<file path="config.mk">
export PLATFORM = sky130hd
export DESIGN_NAME = int64_to_decimal_ascii_top
export DESIGN_NICKNAME = d
export VERILOG_FILES = /design/src/sv/i64da_pkg.sv /design/src/sv/i64da_queue.sv /design/src/sv/i64da_front.sv /design/src/sv/i64da_back.sv /design/src/sv/int64_to_decimal_ascii_top.sv
export VERILOG_INCLUDE_DIRS = /design/src /design/src/sv
export SDC_FILE = /design/constraint.sdc
export NUM_CORES = 1
export LEC_CHECK = 0
export ABC_AREA = 1
export BUFFER_PORTS_ARGS = -buffer_cell sky130_fd_sc_hd__buf_2
export CAP_MARGIN = 25
export CORE_ASPECT_RATIO = 2
export CORE_UTILIZATION = 51
export CTS_CLUSTER_DIAMETER = 150
export DETAILED_ROUTE_END_ITERATION = 16
export PLACE_DENSITY = 0.68
export SYNTH_ARGS = -nofsm -noshare
export SYNTH_HDL_FRONTEND = slang
export SYNTH_SLANG_ARGS = --single-unit
</file>
<file path="constraint.sdc">
create_clock -name clk -period 9.9 [get_ports clk]
set_input_delay 0.495 -clock clk [delete_from_list [all_inputs] [get_ports clk]]
set_output_delay 0.495 -clock clk [all_outputs]
set_load 0.005 [all_outputs]
</file>
<file path="src/sv/int64_to_decimal_ascii_top_defines.svh">
// Assertion macros shared by the integer-to-decimal text block.
// Depends on signals named clk and rst_n in the module that uses them.
`ifndef INT64_TO_DECIMAL_ASCII_TOP_DEFINES_SVH
`define INT64_TO_DECIMAL_ASCII_TOP_DEFINES_SVH

// Same-cycle implication, checked out of reset.
`define I64DA_ASSERT_IMP(label, ante, cons, msg) \
    label: assert property (@(posedge clk) disable iff (!rst_n) (ante) |-> (cons)) \
        else $error(msg);

// Next-cycle implication, checked out of reset.
`define I64DA_ASSERT_NXT(label, ante, cons, msg) \
    label: assert property (@(posedge clk) disable iff (!rst_n) (ante) |=> (cons)) \
        else $error(msg);

`endif

</file>
<file path="src/sv/i64da_pkg.sv">
// Shared constants and types for the integer-to-decimal text block.
// No dependencies.
`default_nettype none

package i64da_pkg;

    localparam int INPUT_WIDTH  = 64;
    localparam int VALUE_WIDTH  = 64;
    localparam int CHAR_WIDTH   = 7;
    localparam int NUM_DIGITS   = (VALUE_WIDTH * 77) / 256 + 1;
    localparam int BCD_WIDTH    = 4 * NUM_DIGITS;
    localparam int CNT_WIDTH    = $clog2(VALUE_WIDTH);
    localparam int DIG_WIDTH    = $clog2(NUM_DIGITS + 1);
    localparam int QUEUE_DEPTH  = 2;
    localparam int QPTR_WIDTH   = $clog2(QUEUE_DEPTH);
    localparam int QCNT_WIDTH   = $clog2(QUEUE_DEPTH + 1);

    localparam logic [CHAR_WIDTH-1:0] CHAR_ZERO    = 7'h30;
    localparam logic [CHAR_WIDTH-1:0] CHAR_MINUS   = 7'h2D;
    localparam logic [CHAR_WIDTH-1:0] CHAR_NEWLINE = 7'h0A;

    typedef struct packed {
        logic [VALUE_WIDTH-1:0] mag;
        logic                   neg;
        logic                   nl;
    } entry_t;

    typedef struct packed {
        logic not_empty;
        logic full;
    } queue_status_t;

endpackage

`default_nettype wire

</file>
<file path="src/sv/i64da_queue.sv">
// Short register queue between the front and back halves.
// Depends on i64da_pkg and int64_to_decimal_ascii_top_defines.svh.
`default_nettype none
`include "int64_to_decimal_ascii_top_defines.svh"

module i64da_queue (
    input  wire logic                     clk,
    input  wire logic                     rst_n,
    input  wire logic                     push,
    input  wire i64da_pkg::entry_t        push_entry,
    input  wire logic                     pop,
    output i64da_pkg::entry_t             pop_entry,
    output i64da_pkg::queue_status_t      status
);
    import i64da_pkg::*;

    entry_t                 entries [QUEUE_DEPTH];
    logic [QPTR_WIDTH-1:0]  wr_ptr_reg;
    logic [QPTR_WIDTH-1:0]  wr_ptr_next;
    logic [QPTR_WIDTH-1:0]  rd_ptr_reg;
    logic [QPTR_WIDTH-1:0]  rd_ptr_next;
    logic [QCNT_WIDTH-1:0]  count_reg;
    logic [QCNT_WIDTH-1:0]  count_next;

    always_comb
    begin
        wr_ptr_next = wr_ptr_reg;
        rd_ptr_next = rd_ptr_reg;
        count_next  = count_reg;
        if (push)
        begin
            wr_ptr_next = (wr_ptr_reg == QPTR_WIDTH'(QUEUE_DEPTH - 1)) ?
                          '0 : wr_ptr_reg + QPTR_WIDTH'(1);
        end
        if (pop)
        begin
            rd_ptr_next = (rd_ptr_reg == QPTR_WIDTH'(QUEUE_DEPTH - 1)) ?
                          '0 : rd_ptr_reg + QPTR_WIDTH'(1);
        end
        if (push && !pop)
        begin
            count_next = count_reg + QCNT_WIDTH'(1);
        end
        else if (pop && !push)
        begin
            count_next = count_reg - QCNT_WIDTH'(1);
        end
    end

    always_ff @(posedge clk or negedge rst_n)
    begin
        if (!rst_n)
        begin
            wr_ptr_reg <= '0;
            rd_ptr_reg <= '0;
            count_reg  <= '0;
        end
        else
        begin
            wr_ptr_reg <= wr_ptr_next;
            rd_ptr_reg <= rd_ptr_next;
            count_reg  <= count_next;
        end
    end

    always_ff @(posedge clk)
    begin
        if (push)
        begin
            entries[wr_ptr_reg] <= push_entry;
        end
    end

    assign pop_entry        = entries[rd_ptr_reg];
    assign status.not_empty = (count_reg != '0);
    assign status.full      = (count_reg == QCNT_WIDTH'(QUEUE_DEPTH));

    `I64DA_ASSERT_IMP(a_queue_no_overflow, push, !status.full, "push into full queue")
    `I64DA_ASSERT_IMP(a_queue_no_underflow, pop, count_reg != '0, "pop from empty queue")
    `I64DA_ASSERT_NXT(a_queue_count_up, push && !pop,
        count_reg == $past(count_reg) + QCNT_WIDTH'(1), "queue count did not advance")

endmodule

`default_nettype wire

</file>
<file path="src/sv/i64da_front.sv">
// Front half: accept a transaction, split sign and magnitude, push to the queue.
// Depends on i64da_pkg.
`default_nettype none

module i64da_front (
    input  wire logic                                 in_valid,
    output logic                                      in_stall,
    input  wire logic [i64da_pkg::INPUT_WIDTH-1:0]    value,
    input  wire logic                                 add_newline,
    input  wire i64da_pkg::queue_status_t             q_status,
    output logic                                      push,
    output i64da_pkg::entry_t                         push_entry
);
    import i64da_pkg::*;

    logic [VALUE_WIDTH-1:0] raw;
    logic                   neg;

    assign raw      = value[VALUE_WIDTH-1:0];
    assign neg      = raw[VALUE_WIDTH-1];
    assign in_stall = q_status.full;
    assign push     = in_valid && !q_status.full;

    assign push_entry.mag = neg ? (~raw + VALUE_WIDTH'(1)) : raw;
    assign push_entry.neg = neg;
    assign push_entry.nl  = add_newline;

endmodule

`default_nettype wire

</file>
<file path="src/sv/i64da_back.sv">
// Back half: bit-serial binary to BCD conversion and character emission.
// Depends on i64da_pkg and int64_to_decimal_ascii_top_defines.svh.
`default_nettype none
`include "int64_to_decimal_ascii_top_defines.svh"

module i64da_back (
    input  wire logic                                 clk,
    input  wire logic                                 rst_n,
    input  wire i64da_pkg::queue_status_t             q_status,
    input  wire i64da_pkg::entry_t                    pop_entry,
    output logic                                      pop,
    output logic                                      out_valid,
    input  wire logic                                 out_stall,
    output logic [i64da_pkg::CHAR_WIDTH-1:0]          character,
    output logic                                      last
);
    import i64da_pkg::*;

    localparam logic [2:0] ST_IDLE    = 3'd0;
    localparam logic [2:0] ST_CONV    = 3'd1;
    localparam logic [2:0] ST_SIGN    = 3'd2;
    localparam logic [2:0] ST_DIGITS  = 3'd3;
    localparam logic [2:0] ST_NEWLINE = 3'd4;

    logic [2:0]             state_reg;
    logic [2:0]             state_next;
    logic [CNT_WIDTH-1:0]   cnt_reg;
    logic [CNT_WIDTH-1:0]   cnt_next;
    logic [DIG_WIDTH-1:0]   left_reg;
    logic [DIG_WIDTH-1:0]   left_next;
    logic                   started_reg;
    logic                   started_next;
    logic [VALUE_WIDTH-1:0] mag_reg;
    logic [VALUE_WIDTH-1:0] mag_next;
    logic [BCD_WIDTH-1:0]   bcd_reg;
    logic [BCD_WIDTH-1:0]   bcd_next;
    logic [BCD_WIDTH-1:0]   bcd_adj;
    logic                   neg_reg;
    logic                   neg_next;
    logic                   nl_reg;
    logic                   nl_next;
    logic                   out_valid_reg;
    logic                   out_valid_next;
    logic [CHAR_WIDTH-1:0]  character_reg;
    logic [CHAR_WIDTH-1:0]  character_next;
    logic                   last_reg;
    logic                   last_next;
    logic                   out_load;
    logic                   load_ok;
    logic                   emit_digit;
    logic [3:0]             top_digit;

    always_comb
    begin
        logic [3:0] d;
        for (int i = 0; i < NUM_DIGITS; i++)
        begin
            d = bcd_reg[4*i +: 4];
            bcd_adj[4*i +: 4] = (d inside {[4'd5:4'd15]}) ? d + 4'd3 : d;
        end
    end

    assign top_digit  = bcd_reg[BCD_WIDTH-1 -: 4];
    assign load_ok    = !out_valid_reg || !out_stall;
    assign emit_digit = (top_digit != 4'd0) || started_reg || (left_reg == DIG_WIDTH'(1));

    always_comb
    begin
        state_next     = state_reg;
        cnt_next       = cnt_reg;
        left_next      = left_reg;
        started_next   = started_reg;
        mag_next       = mag_reg;
        bcd_next       = bcd_reg;
        neg_next       = neg_reg;
        nl_next        = nl_reg;
        pop            = 1'b0;
        out_load       = 1'b0;
        character_next = character_reg;
        last_next      = last_reg;

        case (state_reg)
            ST_IDLE:
            begin
                if (q_status.not_empty)
                begin
                    pop        = 1'b1;
                    mag_next   = pop_entry.mag;
                    neg_next   = pop_entry.neg;
                    nl_next    = pop_entry.nl;
                    bcd_next   = '0;
                    cnt_next   = '0;
                    state_next = ST_CONV;
                end
            end
            ST_CONV:
            begin
                bcd_next = {bcd_adj[BCD_WIDTH-2:0], mag_reg[VALUE_WIDTH-1]};
                mag_next = {mag_reg[VALUE_WIDTH-2:0], 1'b0};
                cnt_next = cnt_reg + CNT_WIDTH'(1);
                if (cnt_reg == CNT_WIDTH'(VALUE_WIDTH - 1))
                begin
                    left_next    = DIG_WIDTH'(NUM_DIGITS);
                    started_next = 1'b0;
                    state_next   = neg_reg ? ST_SIGN : ST_DIGITS;
                end
            end
            ST_SIGN:
            begin
                if (load_ok)
                begin
                    out_load       = 1'b1;
                    character_next = CHAR_MINUS;
                    last_next      = 1'b0;
                    state_next     = ST_DIGITS;
                end
            end
            ST_DIGITS:
            begin
                if (!emit_digit || load_ok)
                begin
                    if (emit_digit)
                    begin
                        out_load       = 1'b1;
                        character_next = CHAR_ZERO + {3'b000, top_digit};
                        last_next      = (left_reg == DIG_WIDTH'(1)) && !nl_reg;
                        started_next   = 1'b1;
                    end
                    bcd_next  = {bcd_reg[BCD_WIDTH-5:0], 4'd0};
                    left_next = left_reg - DIG_WIDTH'(1);
                    if (left_reg == DIG_WIDTH'(1))
                    begin
                        state_next = nl_reg ? ST_NEWLINE : ST_IDLE;
                    end
                end
            end
            ST_NEWLINE:
            begin
                if (load_ok)
                begin
                    out_load       = 1'b1;
                    character_next = CHAR_NEWLINE;
                    last_next      = 1'b1;
                    state_next     = ST_IDLE;
                end
            end
            default:
            begin
                state_next = ST_IDLE;
            end
        endcase

        if (out_load)
        begin
            out_valid_next = 1'b1;
        end
        else if (!out_stall)
        begin
            out_valid_next = 1'b0;
        end
        else
        begin
            out_valid_next = out_valid_reg;
        end
    end

    always_ff @(posedge clk or negedge rst_n)
    begin
        if (!rst_n)
        begin
            state_reg     <= ST_IDLE;
            cnt_reg       <= '0;
            left_reg      <= '0;
            started_reg   <= 1'b0;
            out_valid_reg <= 1'b0;
        end
        else
        begin
            state_reg     <= state_next;
            cnt_reg       <= cnt_next;
            left_reg      <= left_next;
            started_reg   <= started_next;
            out_valid_reg <= out_valid_next;
        end
    end

    always_ff @(posedge clk)
    begin
        mag_reg       <= mag_next;
        bcd_reg       <= bcd_next;
        neg_reg       <= neg_next;
        nl_reg        <= nl_next;
        character_reg <= character_next;
        last_reg      <= last_next;
    end

    assign out_valid = out_valid_reg;
    assign character = character_reg;
    assign last      = last_reg;

    `I64DA_ASSERT_IMP(a_back_digit_bcd, state_reg == ST_DIGITS, top_digit <= 4'd9,
        "digit out of decimal range")
    `I64DA_ASSERT_IMP(a_back_pop_idle, pop, state_reg == ST_IDLE && q_status.not_empty,
        "pop outside idle or from empty queue")
    `I64DA_ASSERT_NXT(a_back_minus_not_last, state_reg == ST_SIGN && load_ok,
        out_valid_reg && !last_reg && character_reg == CHAR_MINUS, "minus sign marked last")

endmodule

`default_nettype wire

</file>
<file path="src/sv/int64_to_decimal_ascii_top.sv">
// Each transaction carries a signed 64-bit value and a newline flag; the block
// returns its decimal text one ASCII character per output transaction: '-' for
// a negative value, the digits most significant first without leading zeros
// ('0' for zero), then '\n' when asked, with last set on the final character.
// The back end takes one item at a time: it fetches the item from the queue,
// runs a shift-and-adjust binary to BCD conversion over all 64 bits, then
// steps through the decimal positions (20 of them, leading zeros dropped
// without output), with a step for the sign and another for the newline when
// present. A two-entry queue lets the input take two more items while one is
// being converted.
`default_nettype none

module int64_to_decimal_ascii_top (
    input  wire logic                                 clk,
    input  wire logic                                 rst_n,
    input  wire logic                                 in_valid,
    output logic                                      in_stall,
    input  wire logic [i64da_pkg::INPUT_WIDTH-1:0]    value,
    input  wire logic                                 add_newline,
    output logic                                      out_valid,
    input  wire logic                                 out_stall,
    output logic [i64da_pkg::CHAR_WIDTH-1:0]          character,
    output logic                                      last
);
    import i64da_pkg::*;

    queue_status_t q_status;
    entry_t        push_entry;
    entry_t        pop_entry;
    logic          push;
    logic          pop;

    i64da_front u_front (
        .in_valid    (in_valid),
        .in_stall    (in_stall),
        .value       (value),
        .add_newline (add_newline),
        .q_status    (q_status),
        .push        (push),
        .push_entry  (push_entry)
    );

    i64da_queue u_queue (
        .clk        (clk),
        .rst_n      (rst_n),
        .push       (push),
        .push_entry (push_entry),
        .pop        (pop),
        .pop_entry  (pop_entry),
        .status     (q_status)
    );

    i64da_back u_back (
        .clk       (clk),
        .rst_n     (rst_n),
        .q_status  (q_status),
        .pop_entry (pop_entry),
        .pop       (pop),
        .out_valid (out_valid),
        .out_stall (out_stall),
        .character (character),
        .last      (last)
    );

endmodule

`default_nettype wire

</file>
==> metrics, run 1 <==
DP HPWL 25800 um; WL/cell 17.1 um; Worst Hold Launch add_newline; Hold Fails Final Rpt 0; commonest non-fill, non-tap cell in the layout nand2_1; Critical Path, Cell by Cell inv_2, nor2_4, inv_2, nor2_8, inv_4, nand2_2, buf_4; worst flop-to-flop path startpoint u_back.state_reg[0]; ys async rst share 0.0656; Critical Path RT 10060 ps; critical path arrival 3180 ps; Post-Synthesis Net Count 1826; busiest grt layer met2; total grt overflow 0; router iterations before antenna repair 5; Worst path top cell family by delay buffers and inverters; Sw Share 0.228; M2 GR Usage 0.461; max_cap viols 0; Synth Register Bits 305; Max Clk Rate 0.332 GHz; ratio of cells with drive above 1 in the final layout 0.0838; crit path capture type flop; initial drt markers 787; DRC Markers 0; PortBufs 77; Post-synth EDFFs 285; Synth warnings 0; clock power share 0.381; WP buf/inv 4; Placeable Area 30300 um^2; top post-synthesis cells by area edfxtp_1 54%, nand2_1 10%, nor2_1 5.6%; die span in y 251 um; Layout Skew 15.4 ps; CTS sink cnt 305; gp weighted congestion 0.951; WL final 36800 um; post-route insts no fill 2158; worst r2r path cells 7; Final ANT Viol Nets 0; worst setup path end u_back.mag_reg[2]; CTS H-tree lvls 1; P&R area growth vs syn 10.6%; hold_ws 143 ps; Peak supply drop 118 uV; Slew @ Worst Pin 960 ps; Worst path depth 7; Setup crit start kind flop; Pleak 7.08 nW; Starting Density 0.521; most frequent cells in the layout 420 x nand2_1, 285 x edfxtp_1, 234 x nor2_1; RR Endpoint u_back.mag_reg[2]; combinational share of power 0.079; Tightest Hold Check Type input pin to flop; Cell Area, Synth 15800 um^2; sequential share of power 0.540; via count 11961; fill count 2615; register area share after synthesis 0.573; met1 Resource Use GR 0.247; Internal Power 2.28 mW; post-synthesis cell count 1711; final net count 1886; GR Util met3 0.0238; Switching Power 0.675 mW; top-area cell type share of the netlist area 0.542; # rows 90; dpl ws 6880 ps; Synth area leader edfxtp_1; CTS buffer count 26; Slowest-stage cell, CP buf_4; Power per Cell Area 169 nW/um^2; CTS tree done; clk buf depth 3; first-pass GRT wire length 59400 um; kind of critical path flop to flop; dpl cells 2109; total power 2.95 mW; max FFs per register 132; critical path launch point u_back.state_reg[0]; Reg clk slew, reported paths 70 ps; Final period util 0.304; die area 31700 um^2; Tmin final 3010 ps; status completed; all-layer global routing usage 0.239; vias in the first global route 11872; CP Max Fanout 83; Clock Latency Late Sink 540 ps; largest net degree at the start of global routing 94; sum of negative setup slack 0 ps; CP most frequent cell inv_2; Vias/cell 5.54; setup slack after layout 6890 ps; Top Ports 79; Setup Fix Bufs, Post-CTS 0; initial antenna violation count 1; Final Setup Violations 0; RSZ-0062 raised after global routing false; Slew Limit Fails 0; Syn Area/Cell 9.23 um^2; Slew HR 0.360; die width 126 um; Worst path max stage delay 690 ps; clk root buf clkbuf_16; r2r setup slk 6890 ps; main flop type after synthesis edfxtp_1; count of different cell masters after synthesis 37
## metal layers
layer	share of wire	vias up	wire length, um
li1	-	5930	-
met1	0.36	5673	13400
met2	0.55	273	20200
met3	0.033	85	1200
met4	0.055	0	2010
met5	0	-	0
## power groups by stage
stage	logic (mW)	clock network, mW	registers (mW)
final	0.234	1.12	1.59
after global routing	0.262	1.19	1.60
after global placement	0.232	0	1.62
after CTS	0.237	1.14	1.59
after floorplan	0.142	0	1.62
after detailed placement	0.237	0	1.62
## cell families (layout without fill, tap and decap cells)
kind of cell	count (synthesis)	after routing	share of synthesized area
AO/OA/AOI/OAI	337	337	0.116
XOR/XNOR	51	51	0.0283
adder cells (fa/ha/maj)	46	46	0.0364
buffers and inverters	220	298	0.0543
flip-flops	305	305	0.573
other	1	2	0.000237
AND/OR/NAND/NOR	751	751	0.191
## synthesized netlist by cell type (2+ instances only)
master and count:
o21ai_1 11, o21ai_0 161, buf_1 5, buf_4 2, inv_1 158, nor3_1 4
nor2_4 2, o21ai_2 2, ha_1 46, xor2_1 31, a31oi_1 63, o211ai_1 6
clkbuf_1 36, nand2_1 421, or2_2 2, nand4_1 13, o22ai_1 21, o31ai_1 2
nor2_1 236, dfrtp_1 20, nand3_1 58, edfxtp_1 285, xnor2_1 20, a21oi_1 68
nand3b_1 11, inv_2 4, buf_2 13
## per-stage QoR
stage | utilization | cell area [um^2]
after floorplan | - | 15800
after global placement | 0.544 | 16500
after detailed placement | 0.544 | 16500
after CTS | 0.576 | 17400
after global routing | 0.577 | 17500
final | 0.577 | 17500
## worst min path at each step
| stage | end | slack [ps] | cells after the start |
|---|---|---|---|
| floorplan | u_back.cnt_reg[0] | 200 | 0 |
| global placement | u_back.left_reg[1] | 470 | 2 |
| detailed placement | u_back.out_valid | 470 | 1 |
| CTS | u_queue.entries[0][0] | 120 | 1 |
| global route | u_queue.entries[0][0] | 110 | 1 |
| finish | u_queue.entries[0][0] | 140 | 1 |
## area by class of cell
cell class                 count  area, um^2  share of cell area
clock inverter                17         251              0.0144
inverter                     163         614              0.0352
multi-input combinational   1186        5900               0.338
sequential                   305        9060               0.519
antenna                        1        2.50            0.000143
tap                          368         460              0.0264
timing repair buffer          89         498              0.0285
clock buffer                  29         683              0.0391
## timing repair
action	4_1_cts	5_1_grt
resized for setup	0	0
hold buffers	1	0
endpoints found under the hold margin	20	0
endpoints found under the setup margin	0	0
(Power assumes the default switching activity.)
==> run 2, diff against run 1 <==
Settings changed: ABC_AREA 1 to 0, PLACE_DENSITY 0.68 to 0.71.
Clock period 9.9 ns to 2.5 ns, I/O delays scaled along.
==> run 2 against run 1 <==
Net effect: hold slack worse by 88 ps; sequential share of layout area shrank 2.7 points; first-iteration DRC count is 31% lower; design area rose by 5.5%; non-clock buffer count is 112 higher; critical path depth grew 2; sequential cell count is the same; count of clock-buffer cells in the layout unchanged; clock power increased to 3.7 times the previous value; worst setup slack lost 6800 ps; register-to-register slack lost 6800 ps.
==> metrics, run 2 <==
gp weighted congestion 0.786 (was 0.951); Peak supply drop 543 uV (was 118 uV); Top Ports 79 (unchanged); first-pass GRT wire length 52400 um (was 59400 um); fill count 2325 (was 2615); post-synthesis xor/xnor area fraction 0.0489 (was 0.0283); Post-Synth Simple-Gate Area 0.123 (was 0.191); fin util 0.613 (was 0.577); most frequent cells in the layout 285 x edfxtp_1, 164 x nand2_1, 120 x o21ai_0 (was 420 x nand2_1, 285 x edfxtp_1, 234 x nor2_1); Slew @ Worst Pin 697 ps (was 960 ps); clk root buf clkbuf_16 (unchanged); total grt overflow 0 (unchanged); clk buf depth 3 (unchanged); initial antenna violation count 0 (was 1); Vias/cell 5.64 (was 5.54); Worst Hold Launch value[1] (was add_newline); Clock Latency Late Sink 540 ps (about the same); crit path capture type flop (unchanged); Setup crit start kind input pin (was flop); Final period util 0.975; all-layer global routing usage 0.206 (was 0.239); count of different cell masters after synthesis 58 (was 37); ys async rst share 0.0656 (unchanged); synth cell count leaders 285 x edfxtp_1, 164 x nand2_1, 121 x o21ai_0, 109 x a21oi_1, 84 x xnor2_1 (was 421 x nand2_1, 285 x edfxtp_1, 236 x nor2_1, 161 x o21ai_0, 158 x inv_1); CTS tree done (unchanged); Power per Cell Area 629 nW/um^2 (was 169 nW/um^2); Slew HR 0.535 (was 0.360); critical path launch point value[10] (was u_back.state_reg[0]); die span in y 249 um (was 251 um); Critical Path RT 2780 ps (was 10060 ps); top-area cell type share of the netlist area 0.549 (was 0.542); hold_ws 54.8 ps (was 143 ps); Layout Skew 13.4 ps (was 15.4 ps); Max Clk Rate 0.410 GHz; Ant. Diodes 0 (was 1); Final ANT Viol Nets 0 (unchanged); initial drt markers 540 (was 787); worst flop-to-flop path startpoint u_back.left_reg[1] (was u_back.state_reg[0]); most common cell in the netlist edfxtp_1 (was nand2_1); vias in the first global route 11183 (was 11872); main flop type after synthesis edfxtp_1 (unchanged); ratio of cells with drive above 1 in the final layout 0.151 (was 0.0838); CP Max Fanout 8 (was 83); sum of negative setup slack 0 ps (unchanged); post-synthesis cell count 1353 (was 1711); die area 31300 um^2 (was 31700 um^2); max FFs per register 132 (unchanged); die width 126 um (about the same); post-route insts no fill 1906 (was 2158); PortBufs 77 (unchanged); Cell Area, Synth 15600 um^2 (was 15800 um^2); DP HPWL 20900 um (was 25800 um); router iterations before antenna repair 5 (unchanged); mux share of post-synthesis cell area 0.0535 (was 0); P&R area growth vs syn 18.2% (was 10.6%); WL final 32100 um (was 36800 um); commonest non-fill, non-tap cell in the layout edfxtp_1 (was nand2_1); Reg clk slew, reported paths 70 ps (about the same); Synth warnings 0 (unchanged); kind of critical path input pin to flop (was flop to flop); Slew Limit Fails 0 (unchanged); RSZ-0062 raised after global routing false (unchanged); compound-gate portion of the synthesized area 0.127 (was 0.116); Syn Area/Cell 11.5 um^2 (was 9.23 um^2); Post-Synth Adder-Cell Area 0.0369 (was 0.0364); status completed (unchanged); largest net degree at the start of global routing 144 (was 94); # rows 90 (unchanged); via count 10747 (was 11961); Post-synth EDFFs 285 (unchanged); Hold Fails Final Rpt 0 (unchanged); Tightest Hold Check Type input pin to flop (unchanged); CTS H-tree lvls 1 (unchanged); Synth area leader edfxtp_1 (unchanged); Post-Synthesis Net Count 1468 (was 1826); register area share after synthesis 0.581 (was 0.573); dpl cells 1786 (was 2109); critical path arrival 2710 ps (was 3180 ps); Starting Density 0.518 (was 0.521); CTS sink cnt 305 (unchanged); max_cap viols 0 (unchanged); Tmin final 2440 ps; DRC Markers 0 (unchanged); main combinational cell family by area after synthesis compound AO/OA/AOI/OAI gates (was simple AND/OR/NAND/NOR gates); CTS buffer count 27 (was 26); post-route design area 18400 um^2 (was 17500 um^2); placed cell areas 16800 um^2 (was 16500 um^2); Synth Register Bits 305 (unchanged); Placeable Area 30100 um^2 (was 30300 um^2); Final Setup Violations 0 (unchanged); final net count 1632 (was 1886); Pleak 6.84 nW (was 7.08 nW); top post-synthesis cells by area edfxtp_1 55%, mux2i_1 5.2%, xnor2_1 4.7% (was edfxtp_1 54%, nand2_1 10%, nor2_1 5.6%); WL/cell 16.8 um (was 17.1 um)
-- run 2: cell types whose count changed after synthesis, moves of 20 or more --
cell	delta
nand2_1	-257
nor2_1	-156
inv_1	-107
mux2i_1	+81
xnor2_1	+64
a31oi_1	-54
nand3_1	-44
a21oi_1	+41
o21ai_0	-40
xor2_1	-28
nand2b_1	+27
nor2b_1	+24
clkbuf_1	+21
nor3b_1	+20
-- run 2: layout make-up --
type | instances | area (um^2) | share of cell area
flip-flops and latches | 305 | 9060 | 0.492
multi-input cells | 930 | 6140 | 0.333
repair buffers | 201 | 1680 | 0.0909
clock buffers | 29 | 683 | 0.0371
well taps | 368 | 460 | 0.0250
clock inverters | 21 | 204 | 0.0111
inverters | 52 | 199 | 0.0108
-- run 2: metal layers --
layer / vias up / GRT usage / routed length (um)
met4: 0 / 0.0902 / 1050
met1: 5238 / 0.213 / 12000
met3: 68 / 0.0217 / 837
met5: - / 0 / 0
met2: 188 / 0.407 / 18200
li1: 5253 / - / -
-- run 2: final timing paths --
kind	slack, ps	cells after the start	end
min reg2reg	500	1	u_queue.count_reg[1]
min	50	3	u_queue.entries[1][3]
min in group asynchronous	70	2	u_queue.count_reg[0]
max reg2reg	120	8	u_back.state_reg[0]
max	60	9	u_queue.entries[0][46]
max in group asynchronous	2070	2	u_queue.rd_ptr_reg
-- run 2: report_power, final --
part | switching (mW) | leakage [nW] | internal, mW | total, mW
combinational | 0.626 | 3.20 | 0.440 | 1.07
sequential | 0.139 | 3.22 | 6.19 | 6.33
clock | 1.88 | 0.413 | 2.31 | 4.19
total | 2.65 | 6.84 | 8.94 | 11.6
-- run 2: repair_timing --
item / 4_1_cts / 5_1_grt
hold endpoints to repair: 146 / 0
hold buffers: 64 / 0
resized for setup: 0 / 5
setup buffers: 0 / 6
endpoints found under the setup margin: 0 / 54
-- run 2: kinds of logic (layout without fill, tap and decap cells) --
family          after synthesis  after routing
simple gates                386            386
compound gates              327            327
buf+inv                     118            303
fa+ha+maj                    46             46
flops                       305            305
other cells                   1              1
xor+xnor                     87             87
mux                          83             83
-- run 2: worst max-delay path, cell delays in order --
cell and delay [ps]:
dlygate4sd3_1 530, buf_2 140, or4_4 570, and4bb_1 300, buf_4 210, nand4_4 230, buf_6 220, o31ai_2 250
xnor2_1 130
-- run 2: metrics by stage --
stage,worst slack (ps),power (mW)
after floorplan,-978,6.96
after detailed placement,1.09,7.43
after CTS,20.5,11.7
after global routing,11.1,12.0
after global placement,-96.1,7.37
final,62.5,11.6
==> run 3, diff against run 2 <==
Settings changed: CORE_ASPECT_RATIO 2 to 1.25, CORE_MARGIN set to 1, MAX_ROUTING_LAYER set to met4.
==> run 3 against run 2 <==
Net effect: register-to-register slack barely moved; total power rose by 1.1%; sequential share of layout area rose by 0.23 points; first-iteration DRC count rose by 28%; core utilization fell by 0.39 points; critical path depth fell by 2; die area fell by 0.12%; sequential power barely moved.
==> metrics, run 3 (synthesized netlist as in run 2, its figures left out) <==
Peak supply drop 600 uV (was 543 uV); initial antenna violation count 0 (unchanged); Worst path depth 7 (was 9); clk buf depth 3 (unchanged); WP buf/inv 2 (was 4); Final Setup Violations 0 (unchanged); DRC Markers 0 (unchanged); Final period util 0.956 (was 0.975); kind of critical path input pin to flop (unchanged); first-pass GRT wire length 49700 um (was 52400 um); Pleak 6.76 nW (was 6.84 nW); max_cap viols 0 (unchanged); Slew @ Worst Pin 802 ps (was 697 ps); all-layer global routing usage 0.203 (was 0.206); die span in y 197 um (was 249 um); Worst path top cell family by delay simple AND/OR/NAND/NOR gates (was buffers and inverters); fill count 2345 (was 2325); via count 10521 (was 10747); Worst path max stage delay 630 ps (was 570 ps); crit path capture type flop (unchanged); Ant. Diodes 0 (unchanged); die width 158 um (was 126 um); Setup crit start kind input pin (unchanged); Tmin final 2390 ps (was 2440 ps); CTS sink cnt 305 (unchanged); Critical Path RT 2780 ps (about the same); CTS tree done (unchanged); total power 11.7 mW (was 11.6 mW); fin util 0.609 (was 0.613); PortBufs 77 (unchanged); initial drt markers 693 (was 540); CTS buffer count 30 (was 27); Reg clk slew, reported paths 60 ps (was 70 ps); total grt overflow 0 (unchanged); Slew HR 0.465 (was 0.535); router iterations before antenna repair 5 (unchanged); vias in the first global route 10415 (was 11183); # rows 71 (was 90); ratio of cells with drive above 1 in the final layout 0.138 (was 0.151); dpl ws -68.7 ps (was 1.09 ps); CTS H-tree lvls 1 (unchanged); Final ANT Viol Nets 0 (unchanged); Top Ports 79 (unchanged); Hold Fails Final Rpt 0 (unchanged); WL/cell 15.7 um (was 16.8 um); critical path arrival 2670 ps (was 2710 ps); hold_ws 40.1 ps (was 54.8 ps); Slew Limit Fails 0 (unchanged); Tightest Hold Check Type input pin to async pin (was input pin to flop); RSZ-0062 raised after global routing false (unchanged); P&R area growth vs syn 17.6% (was 18.2%); final net count 1614 (was 1632); clk root buf clkbuf_16 (unchanged); max FFs per register 132 (unchanged); gp weighted congestion 0.808 (was 0.786); commonest non-fill, non-tap cell in the layout edfxtp_1 (unchanged); Power per Cell Area 639 nW/um^2 (was 629 nW/um^2); most frequent cells in the layout 285 x edfxtp_1, 164 x nand2_1, 121 x o21ai_0 (was 285 x edfxtp_1, 164 x nand2_1, 120 x o21ai_0); largest net degree at the start of global routing 144 (unchanged); die area 31300 um^2 (about the same); Vias/cell 5.47 (was 5.64); Clock Latency Late Sink 580 ps (was 540 ps); worst r2r path cells 7 (was 8); Placeable Area 30100 um^2 (about the same); WL final 30200 um (was 32100 um); CP Max Fanout 6 (was 8); Slowest-stage cell, CP or4_1 (was or4_4); DP HPWL 18400 um (was 20900 um); setup slack after layout 110 ps (was 62.5 ps); Layout Skew 38.8 ps (was 13.4 ps); status completed (unchanged); Starting Density 0.518 (about the same); Max Clk Rate 0.418 GHz (was 0.410 GHz); Critical Path, Cell by Cell dlygate4sd3_1, buf_2, or4_1, nor3b_4, nand4_4, o41ai_1, xnor2_1 (was dlygate4sd3_1, buf_2, or4_4, and4bb_1, buf_4, nand4_4, buf_6, o31ai_2, xnor2_1)
[run 3: changes by cell type in the layout (fill, tap and decap cells not counted), sizes merged]
cell | previous run | this run
buf | 137 | 115
clkinvlp | 8 | 3
dlygate4sd3 | 64 | 65
bufinv | 3 | 2
clkbuf | 29 | 39
[run 3: layer usage]
metal,vias to the layer above,global-route usage,part of all wire
li1,5220,-,-
met1,5036,0.246,0.44
met2,208,0.346,0.50
met3,57,0.0230,0.034
met4,0,0.0762,0.025
met5,-,-,0
[run 3: final timing paths]
kind	start	to	slack (ps)
setup / recovery	value[26]	u_queue.entries[1][58]	110
hold / removal	rst_n	u_queue.rd_ptr_reg	40
setup reg to reg	u_back.left_reg[1]	u_back.state_reg[0]	130
hold reg to reg	u_back.cnt_reg[5]	u_back.cnt_reg[5]	490
max in group asynchronous	rst_n	u_queue.rd_ptr_reg	2100
min in group clk	value[18]	u_queue.entries[0][21]	40
[run 3: worst register-to-register path: stages (launching register included)]
cell,delay [ps]
dfrtp_1,370
inv_1,100
ha_1,140
or4b_2,650
o21a_1,200
a211oi_1,370
o31a_1,260
mux2i_1,190
[run 3: report_power, final]
part | switching (mW) | internal [mW] | total [mW]
clock | 1.89 | 2.45 | 4.33
combinational | 0.618 | 0.433 | 1.05
sequential | 0.137 | 6.20 | 6.33
[run 3: area by class of cell]
cell class              count  area (um^2)  share of cell area
clock buffers              39          795              0.0433
clock inverters            15          144             0.00785
inverters                  52          199              0.0108
multi-input cells         930         6140               0.335
flip-flops and latches    305         9060               0.494
well taps                 401          502              0.0274
repair buffers            180         1500              0.0816
[run 3: per-stage QoR]
stage                     instance area (um^2)  setup TNS (ps)  cells
after floorplan                          15600          -78240   1353
after global placement                   16700               0   1794
after detailed placement                 16700            -499   1794
after CTS                                18200               0   1913
after global routing                     18300               0   1922
final                                    18300               0   1922
[run 3: repair_timing]
action / in CTS / in global routing
buffers inserted: 0 / 9
hold endpoints to repair: 146 / 0
hold buffers: 65 / 0
gates resized for setup: 0 / 5
setup endpoints to repair: 0 / 22
